$ cat src/rtl/core/vprs_pkg.sv
// shared types and constants for the valve pwm ramp sequencer
`default_nettype none

package vprs_pkg;

    localparam int unsigned DUTY_W  = 8;
    localparam int unsigned PHASE_W = 4;
    localparam int unsigned CMD_W   = 2;
    localparam int unsigned CIDX_W  = 1;

    // sequence phases
    typedef enum logic [PHASE_W-1:0] {
        PH_OUT_STOP   = 4'd0,
        PH_OUT_CLOSE  = 4'd1,
        PH_OUT_CLOSED = 4'd2,
        PH_OUT_START  = 4'd3,
        PH_OUT_OPEN   = 4'd4,
        PH_OUT_OPENED = 4'd5,
        PH_IN_START   = 4'd6,
        PH_IN_CLOSE   = 4'd7,
        PH_IN_CLOSED  = 4'd8,
        PH_IN_RUN     = 4'd9,
        PH_IN_STOP    = 4'd10,
        PH_IN_SCLOSE  = 4'd11,
        PH_IN_DONE    = 4'd12
    } t_phase;

    // commands carried in the input word
    typedef enum logic [CMD_W-1:0] {
        CMD_STOP_DEFLATE  = 2'd0,
        CMD_START_DEFLATE = 2'd1,
        CMD_START_INFLATE = 2'd2,
        CMD_STOP_INFLATE  = 2'd3
    } t_cmd;

    // item kind in tuser
    localparam logic KIND_TICK    = 1'b0;
    localparam logic KIND_COMMAND = 1'b1;

    // configuration register indexes
    localparam logic [CIDX_W-1:0] CFG_CLOSE_START_CAP  = 1'd0;
    localparam logic [CIDX_W-1:0] CFG_OPEN_START_FLOOR = 1'd1;

    localparam logic [DUTY_W-1:0] CAP_RESET   = 8'd160;
    localparam logic [DUTY_W-1:0] FLOOR_RESET = 8'd128;
    localparam logic [DUTY_W-1:0] DUTY_MAX    = 8'd255;
    localparam logic [DUTY_W-1:0] DUTY_ZERO   = 8'd0;

endpackage

`default_nettype wire

$ cat src/rtl/core/valve_pwm_ramp_sequencer_unit.sv
// valve pwm ramp sequencer: phase, duty and inflate/deflate flag control
`default_nettype none

// Valve PWM ramp sequencer. Every input word is either a command (tuser = 1,
// command in tdata[1:0]) that only moves the phase to an entry phase, or a
// control tick (tuser = 0) that runs one step of the sequence: closing ramps
// start at the current duty capped at close_start_cap and fall by one per
// tick to 0, the opening ramp starts at the current duty raised to
// open_start_floor and rises by one per tick to 255, and the end of a ramp
// sets the phase and the inflate/deflate flags. Every input word gives exactly
// one output word carrying the state after that word, on the master side in the
// cycle after acceptance, and one word is taken per cycle unless the output
// stalls: the whole step is a compare, an increment or decrement and a phase
// select feeding the state registers, which double as the output register.
// A new word is taken whenever the output slot is empty or is being drained
// in the same cycle. Reset leaves phase 12 (stopped after inflate), duty 0,
// both flags off, cap 160 and floor 128. Configuration writes are accepted
// every cycle (o_cfg_ready is tied high) and apply from the next tick on.
module valve_pwm_ramp_sequencer_unit
    import vprs_pkg::*;
(
    input  wire logic                 i_clk,
    input  wire logic                 i_rst_n,
    // slave side
    input  wire logic                 s_axis_tvalid,
    output logic                      s_axis_tready,
    input  wire logic [7:0]           s_axis_tdata,   // [1:0] command, [7:2] zero
    input  wire logic                 s_axis_tuser,   // [0] kind
    // master side
    output logic                      m_axis_tvalid,
    input  wire logic                 m_axis_tready,
    output logic [15:0]               m_axis_tdata,   // [7:0] valve_duty, [8] inflate_on,
                                                      // [9] deflate_on, [13:10] phase_now,
                                                      // [15:14] zero
    // configuration write channel
    input  wire logic                 i_cfg_valid,
    output logic                      o_cfg_ready,
    input  wire logic [CIDX_W-1:0]    i_cfg_index,
    input  wire logic [DUTY_W-1:0]    i_cfg_data
);

    // configuration
    logic [DUTY_W-1:0] r_cap;
    logic [DUTY_W-1:0] r_floor;

    // sequence state, also the output register
    t_phase            r_phase,   n_phase;
    logic [DUTY_W-1:0] r_duty,    n_duty;
    logic              r_inflate, n_inflate;
    logic              r_deflate, n_deflate;
    logic              r_out_valid;

    logic              s_fire;
    logic [DUTY_W-1:0] close_v;     // closing ramp step result
    logic [DUTY_W-1:0] open_v;      // opening ramp step result
    logic [DUTY_W-1:0] capped;
    logic [DUTY_W-1:0] floored;
    t_cmd              cmd;

    assign o_cfg_ready   = 1'b1;
    // take a word when the output slot is free or drains this cycle
    assign s_axis_tready = !r_out_valid || m_axis_tready;
    assign s_fire        = s_axis_tvalid && s_axis_tready;
    assign cmd           = t_cmd'(s_axis_tdata[CMD_W-1:0]);

    assign m_axis_tvalid = r_out_valid;
    assign m_axis_tdata  = {2'b00, r_phase, r_deflate, r_inflate, r_duty};

    always_ff @(posedge i_clk) begin
        if (!i_rst_n) begin
            r_cap   <= CAP_RESET;
            r_floor <= FLOOR_RESET;
        end else if (i_cfg_valid && o_cfg_ready) begin
            unique case (i_cfg_index)
                CFG_CLOSE_START_CAP:  r_cap   <= i_cfg_data;
                CFG_OPEN_START_FLOOR: r_floor <= i_cfg_data;
                default: ;
            endcase
        end
    end

    // ramp arithmetic
    always_comb begin
        capped  = (r_duty > r_cap)   ? r_cap   : r_duty;
        close_v = (capped != DUTY_ZERO) ? capped - 8'd1 : capped;
        floored = (r_duty < r_floor) ? r_floor : r_duty;
        open_v  = (floored != DUTY_MAX) ? floored + 8'd1 : floored;
    end

    // next state for one word
    always_comb begin
        n_phase   = r_phase;
        n_duty    = r_duty;
        n_inflate = r_inflate;
        n_deflate = r_deflate;
        if (s_axis_tuser == KIND_COMMAND) begin
            unique case (cmd)
                CMD_STOP_DEFLATE:  n_phase = PH_OUT_STOP;
                CMD_START_DEFLATE: n_phase = PH_OUT_START;
                CMD_START_INFLATE: n_phase = PH_IN_START;
                CMD_STOP_INFLATE:  n_phase = PH_IN_STOP;
                default:           n_phase = r_phase;
            endcase
        end else begin
            unique case (r_phase)
                PH_OUT_STOP: begin
                    n_deflate = 1'b0;
                    n_inflate = 1'b0;
                    n_phase   = (r_duty != DUTY_ZERO) ? PH_OUT_CLOSE : PH_OUT_CLOSED;
                end
                PH_OUT_CLOSE, PH_IN_SCLOSE, PH_IN_CLOSE: begin
                    n_duty = close_v;
                    if (close_v == DUTY_ZERO) begin
                        n_deflate = 1'b0;
                        n_phase   = (r_phase == PH_OUT_CLOSE) ? PH_OUT_CLOSED :
                                    (r_phase == PH_IN_CLOSE)  ? PH_IN_CLOSED  : PH_IN_DONE;
                    end
                end
                PH_OUT_START: begin
                    n_deflate = 1'b1;
                    n_inflate = 1'b0;
                    n_phase   = (r_duty != DUTY_MAX) ? PH_OUT_OPEN : PH_OUT_OPENED;
                end
                PH_OUT_OPEN: begin
                    n_duty = open_v;
                    if (open_v == DUTY_MAX) begin
                        n_phase   = PH_OUT_OPENED;
                        n_deflate = 1'b1;
                    end
                end
                PH_IN_START: begin
                    n_phase = (r_duty != DUTY_ZERO) ? PH_IN_CLOSE : PH_IN_CLOSED;
                end
                PH_IN_CLOSED: begin
                    n_inflate = 1'b1;
                    n_phase   = PH_IN_RUN;
                end
                PH_IN_STOP: begin
                    n_inflate = 1'b0;
                    n_phase   = (r_duty != DUTY_ZERO) ? PH_IN_SCLOSE : PH_IN_DONE;
                end
                PH_OUT_CLOSED, PH_OUT_OPENED, PH_IN_RUN, PH_IN_DONE: begin
                    n_phase = r_phase;
                end
                default: begin
                    // unknown phase: force everything off
                    n_duty    = DUTY_ZERO;
                    n_inflate = 1'b0;
                    n_deflate = 1'b0;
                    n_phase   = PH_IN_DONE;
                end
            endcase
        end
    end

    always_ff @(posedge i_clk) begin
        if (!i_rst_n) begin
            r_phase     <= PH_IN_DONE;
            r_duty      <= DUTY_ZERO;
            r_inflate   <= 1'b0;
            r_deflate   <= 1'b0;
            r_out_valid <= 1'b0;
        end else begin
            if (s_fire) begin
                r_phase   <= n_phase;
                r_duty    <= n_duty;
                r_inflate <= n_inflate;
                r_deflate <= n_deflate;
            end
            if (s_fire) begin
                r_out_valid <= 1'b1;
            end else if (m_axis_tready) begin
                r_out_valid <= 1'b0;
            end
        end
    end

`ifndef ASSERT_OFF
    // every accepted word yields a result in the next cycle
    a_result_follows: assert property (@(posedge i_clk) disable iff (!i_rst_n)
        s_fire |=> m_axis_tvalid)
        else $error("no result after accepted word");

    // a command never touches the duty or the flags
    a_cmd_keeps_duty: assert property (@(posedge i_clk) disable iff (!i_rst_n)
        (s_fire && s_axis_tuser == KIND_COMMAND) |=>
        ($stable(r_duty) && $stable(r_inflate) && $stable(r_deflate)))
        else $error("command changed duty or flags");

    // a tick on a duty inside floor and cap moves it by at most one unless it is forced to zero
    a_duty_step: assert property (@(posedge i_clk) disable iff (!i_rst_n)
        (s_fire && s_axis_tuser == KIND_TICK && r_duty <= r_cap && r_duty >= r_floor) |=>
        (r_duty == $past(r_duty) || r_duty == $past(r_duty) + 8'd1 ||
         r_duty == $past(r_duty) - 8'd1 || r_duty == DUTY_ZERO))
        else $error("duty jumped on a tick");
`endif

endmodule

`default_nettype wire
$ cat config.mk
export PLATFORM = sky130hd
export DESIGN_NAME = valve_pwm_ramp_sequencer_unit
export DESIGN_NICKNAME = d
export VERILOG_FILES = /design/src/rtl/core/vprs_pkg.sv /design/src/rtl/core/valve_pwm_ramp_sequencer_unit.sv
export SDC_FILE = /design/constraint.sdc
export NUM_CORES = 1
export LEC_CHECK = 0
export ABC_AREA = 1
export BUFFER_PORTS_ARGS = -buffer_cell sky130_fd_sc_hd__buf_2
export CAP_MARGIN = 20
export CORE_MARGIN = 3
export CORE_UTILIZATION = 58
export CTS_CLUSTER_SIZE = 10
export DETAILED_ROUTE_END_ITERATION = 8
export PLACE_DENSITY_LB_ADDON = 0.3
export REMOVE_ABC_BUFFERS = 1
export SETUP_SLACK_MARGIN = 0.1
export SYNTH_ARGS = -nofsm -noshare
export SYNTH_HDL_FRONTEND = slang
export SYNTH_SLANG_ARGS = --single-unit
export TNS_END_PERCENT = 20
$ cat constraint.sdc
create_clock -name i_clk -period 3.8 [get_ports i_clk]
set_input_delay 0.19 -clock i_clk [delete_from_list [all_inputs] [get_ports i_clk]]
set_output_delay 0.19 -clock i_clk [all_outputs]
set_load 0.05 [all_outputs]
---- After elaboration in Yosys (flattened, before gate mapping) ----
Index checks and enable logic that the tools add are counted.
operators by class
  $add $sub $neg .......................... 2
  magnitude comparators ................... 2
  equal/unequal tests ..................... 23
  muxes and demuxes ....................... 22
  bitwise gates (word level) .............. 5
  reductions and logical operators ........ 20
operators by type and width
  operator                                                               count
  8-bit two-way mux                                                      4
  4-bit one-hot mux with 8 select lines                                  1
  8-bit one-hot mux with 3 select lines                                  1
  4-bit equality test, second input constant                             5
  4-bit two-way mux                                                      5
  9-bit OR reduction                                                     2
  4-bit by 3-bit equality test with 1-bit output, second input constant  4
  8-bit != test, second input constant                                   2
  4-bit one-hot mux with 4 select lines                                  1
  8-bit nonzero test                                                     2
  8-bit by 1-bit adder with 8-bit output, second input constant          1
  4-bit by 2-bit equality test with 1-bit output, second input constant  2
  8-bit equality test, second input constant                             1
  8-bit > comparator                                                     1
  8-bit logical NOT                                                      1
  8-bit less-than comparator                                             1
  8-bit by 1-bit subtractor with 8-bit output, second input constant     1
  7-bit OR reduction                                                     1
  3-bit two-way mux                                                      2
  2-bit != test, second input constant                                   3
  3-bit != test, second input constant                                   2
  3-bit AND reduction                                                    2
  1-bit two-way mux                                                      5
  1-bit NOT                                                              5
  other kinds (17)                                                       19
storage, ports and cells
  register bits after elaboration ......... 31
  input port bits ......................... 23
  output and inout bits ................... 19
  word-level logic and storage cells ...... 81

---- Logic depth before layout (Yosys ltp) ----
  word-level depth ........................ 8
  gate-level depth with buffers ........... 28
  gate-level depth less buffers ........... 28

---- Worst setup path before layout ----
Ideal clock, no wire load.
  path kind ............................... register to register
  start point ............................. reg r_duty[7]
  end point ............................... reg r_phase[1]
  setup time .............................. 0.115 ns
  arrival ................................. 3.021 ns
  required time ........................... 3.685 ns
  path slack .............................. 0.664 ns
  stages on the path, launching flop included .. 22
  path buffers ............................ 0
  clock period less this slack ............ 3.136 ns
  cells stage by stage .................... dfxtp_1 -> ha_1 -> a21o_1 -> nor2_2 -> nand2_2 -> nand2_4 -> nand2_1 -> nand2_1 -> ha_1 -> nand2_4 -> nor2_8 -> nand3_4 -> nand3_1 -> nand2_1 -> nor2_1 -> nand2_1 -> nand3_1 -> nand2_2 -> nor2_4 -> nand2_1 -> nand2_1 -> nor2_1
between the ends
  word-level cells in the longest chain between the ends .. 7
  elaborated cells on any way between the ends .. 21
  those cells by class .................... 2 x add/sub; 2 x order compare; 4 x eq/ne; 9 x mux; 4 x reduce/logical
ends and longest elaborated chain
  element                                                                  RTL line                                                                    source
  start: declaration                                                       valve_pwm_ramp_sequencer_unit.sv:48                                         logic [DUTY_W-1:0] r_duty, n_duty;
  start signal: assignment                                                 valve_pwm_ramp_sequencer_unit.sv:166                                        r_duty <= n_duty;
  8-bit less-than comparator / 8-bit > comparator (equally long branches)  valve_pwm_ramp_sequencer_unit.sv:86, valve_pwm_ramp_sequencer_unit.sv:84
  8-bit two-way mux, on equally long branches                              valve_pwm_ramp_sequencer_unit.sv:86, valve_pwm_ramp_sequencer_unit.sv:84
  8-bit by 1-bit adder with 8-bit output, or another cell as far along     valve_pwm_ramp_sequencer_unit.sv:87                                         open_v = (floored != DUTY_MAX) ? floored + 8'd1 : floored;
  8-bit two-way mux, on equally long branches                              valve_pwm_ramp_sequencer_unit.sv:87, valve_pwm_ramp_sequencer_unit.sv:85
  8-bit equality test / 8-bit logical NOT (equally long branches)          valve_pwm_ramp_sequencer_unit.sv:126, valve_pwm_ramp_sequencer_unit.sv:113
  3-bit != test (no line)                                                  n/a
  4-bit AND reduction (no line)                                            n/a
  end signal: assignment                                                   valve_pwm_ramp_sequencer_unit.sv:165                                        r_phase <= n_phase;
  end: declaration                                                         valve_pwm_ramp_sequencer_unit.sv:47                                         t_phase r_phase, n_phase;
Parallel ways exist; a longest one is shown, timed or not.
A chain may end at the register's enable or synchronous reset.

---- Worst setup path in the final report ----
Same ends and word-level chain as after synthesis.

==> flow_summary.yaml <==
setup_path:
  arrival_ns: 3.40
  r2r_cells: 21
  rrSetupSlack_ns: 0.59
  path_max_fanout: 10
  cp_data_required_time_ns: 3.99
  reg2reg_to: "r_phase[1]$_SDFFE_PN0P_"
  worstSetupStartpoint: "r_duty[7]$_SDFFE_PN0P_"
  cp-start-kind: "flip-flop"
  critPathCapture: "r_phase[1]$_SDFFE_PN0P_"
  end_kind: "flip-flop"
  worstSetupPathType: "flip-flop to flip-flop"
  reg2reg_from: "r_duty[7]$_SDFFE_PN0P_"
sta:
  rsz0062_at_grt: "no"
  max_freq_mhz: 311.6
  fin_crit_ns: 3.210
  slew_headroom_pct: 48.02
  fin_skew_ns: 0.004077
  hold_ws_ns: 0.1397
  fin_setup_tns_ns: 0
  fin_ws_ns: 0.5904
  worstMarginPinSlew_ns: 0.7768
  finalHoldViolCount: 0
  fin_crit_sh_pct: 84.46
  drv_slew: 0
  setup_viol: 0
clock_tree:
  cts_root_buffer: "clkbuf_8"
  cts_tree: "done"
  cts_setup_buffers: 0
  cts.clk_slew.worst_paths_ns: 0.07
  clk-insertion-delay-late_ns: 0.29
  clock_path_buffers: 2
  numCtsBuffers: 5
  cts_max_level: 2
  cts.sinks: 31
  ctsResizeCount: 0
  ctsHoldBuffers: 0
routing:
  drc: 0
  wl_met3_um: 533
  first_pass_iters: 5
  wirelength_met1_um: 3235
  ant_nets: 0
  top_layer: "met4"
  wl_met2_um: 3110
  wl_per_cell_um: 13.07
  wl_um: 6965
  vias: 2961
  dr.first_iter.drc_count: 188
  via_per_inst: 5.555
floorplan:
  rows: 24
  io_pins: 42
  core_area_um2: 4504
  die-area_um2: 5693
  initial_core_util_pct: 62.11
  die_h_um: 75.45
  die_x_um: 75.45
synthesis:
  ys_async_sr_fraction_pct: 0
  synth.largest_area_cell: "dfxtp_1"
  synth_cells: 450
  synth_xor_area_share_pct: 0.6261
  synth_area_um2: 2798
  synth-compound-area-share_pct: 15.43
  synth-seq-cells: 31
  synthAdderAreaFrac_pct: 7.603
  synth_top_family_by_area: "simple AND/OR/NAND/NOR gates"
  synth_edf_count: 0
  synthMuxAreaShare_pct: 0
  synth-simple-area-share_pct: 42.44
  syn_area_per_cell_um2: 6.217
  ys_warn_count: 0
  synth_cell_types: 38
  synth_top_area_share_pct: 22.18
  synthFlopType: "dfxtp_1"
  synth.area.top_cells: "dfxtp_1, nand2_1, inv_1"
  seq_area_frac_synth_pct: 22.18
pwr:
  finalPower_mw: 1.339
  leakage_nw: 1.578
  p_seq_share_pct: 29.0
  p_comb_share_pct: 45.9
  power.switching_mw: 0.5974
  sw_frac_of_total_pct: 44.61
  power_density_nw_per_um2: 433.9
  clkPwrFrac_pct: 25.1
  internal-power_mw: 0.7419
  peakVddDrop_mv: 0.3169
placement:
  pre_cts_ws_ns: 0.4728
  globalplace.congestion: 0.9713
  place_hpwl_um: 5489
  numPortBuffers: 32
status:
  status: "finished clean"
final_layout:
  area_delta_synth_final_pct: 10.33
  n_antenna_cell: 0
  nets: 520
  drive_above_1_share_pct: 18.30
  fill_cells: 403
flow_run:
  maxCapViolCount: 0
global_routing:
  grt_use_total_pct: 26.89
  grt_pass1_vias: 2613
  grt_first_pass_wirelength_um: 11840
  grt-ovfl-total: 0
  grt_antenna_before_repair: 0
  grt_max_degree: 27
hold_path:
  hold_class: "primary input to flip-flop"
## Yosys cell counts, types with 2 or more instances
cell type and n:
nor2_1 36, nand3_1 44, inv_2 3, o21ai_0 32, xor2_1 2, o21ai_2 2
clkbuf_1 5, nor2_4 3, inv_1 65, a21oi_1 32, ha_1 17, nand4_1 6
dfxtp_1 31, conb_1 2, nor4_1 4, buf_4 5, nand2_2 24, nand2_4 5
o211ai_1 4, a31oi_1 3, nand2_1 108
## registers in the layout (all words and copies together) (netlist names)
register	cells
r_floor	8
r_cap	8
r_deflate	1
r_phase	4
m_axis_tvalid	1
r_inflate	1
r_duty	8
## logic make-up (layout without fill, tap and decap cells)
| logic type | count (synthesis) | in the layout |
|---|---|---|
| buf+inv | 80 | 110 |
| other cells | 2 | 3 |
| simple gates | 239 | 239 |
| fa+ha+maj | 17 | 17 |
| flops | 31 | 31 |
| compound gates | 79 | 79 |
| xor+xnor | 2 | 2 |
## cells in the final DEF, fill, tap and decap left out, drive strengths merged, types with 4 or more instances in the layout
cell type	Yosys	layout
nand2	138	138
inv	68	68
nand3	46	46
nor2	41	41
o21ai	35	35
buf	6	33
a21oi	32	32
dfxtp	31	31
ha	17	17
nand4	7	7
clkbuf	5	5
nor4	5	5
o211ai	4	4
## power groups by stage
stage               Combinational, mW  Clock [mW]  Sequential [mW]
floorplan                       0.431           0            0.444
global placement                0.593           0            0.394
detailed placement              0.608           0            0.395
CTS                             0.611       0.336            0.388
global route                    0.701       0.351            0.393
finish                          0.615       0.336            0.389
## how the worst min path moves through the flow
stage | start | to | slack [ns] | cells after the start
6_report | i_cfg_data[5] | r_cap[5]$_SDFFE_PN1P_ | 0.14 | 3
5_1_grt | i_cfg_data[5] | r_cap[5]$_SDFFE_PN1P_ | 0.14 | 3
4_1_cts | i_cfg_data[5] | r_cap[5]$_SDFFE_PN1P_ | 0.14 | 3
3_5_place_dp | i_cfg_data[5] | r_cap[5]$_SDFFE_PN1P_ | 0.44 | 3
3_3_place_gp | i_cfg_data[5] | r_cap[5]$_SDFFE_PN1P_ | 0.43 | 3
2_1_floorplan | i_rst_n | r_phase[2]$_SDFFE_PN1P_ | 0.27 | 1
## metal layers
metal	vias up	global-route usage, %
met5	-	0
met1	1326	37.88
li1	1517	-
met4	0	6.602
met2	107	43.05
met3	11	4.222
## through the flow
stage | area [um^2] | instances | utilization [%]
after CTS | 3085 | 533 | 68.50
final | 3087 | 533 | 68.53
after floorplan | 2740 | 440 | -
after global placement | 2973 | 525 | 66.00
after detailed placement | 2973 | 525 | 66.00
after global routing | 3087 | 533 | 68.53
## critical path, cell delays in order (launching register included)
cell and delay (ns):
dfxtp_1 0.52, ha_1 0.31, a21o_1 0.19, nor2_2 0.11, nand2_2 0.13, nand2_4 0.15, nand2_1 0.06, nand2_1 0.12
ha_1 0.25, nand2_4 0.09, nor2_8 0.14, nand3_4 0.13, nand3_1 0.14, nand2_1 0.06, nor2_1 0.09, nand2_1 0.07
nand3_1 0.09, nand2_2 0.10, nor2_4 0.16, nand2_1 0.07, nand2_1 0.06, nor2_1 0.05
## layout make-up
type | instances | area (um^2) | area share, %
clock buffers | 5 | 68.82 | 2.229
clock inverters | 3 | 43.79 | 1.419
inverters | 69 | 259.0 | 8.391
multi-input cells | 340 | 1862 | 60.32
flip-flops and latches | 31 | 620.6 | 20.11
well taps | 52 | 65.06 | 2.108
repair buffers | 33 | 167.7 | 5.432
Note: power is estimated with default switching activity, not from simulation.
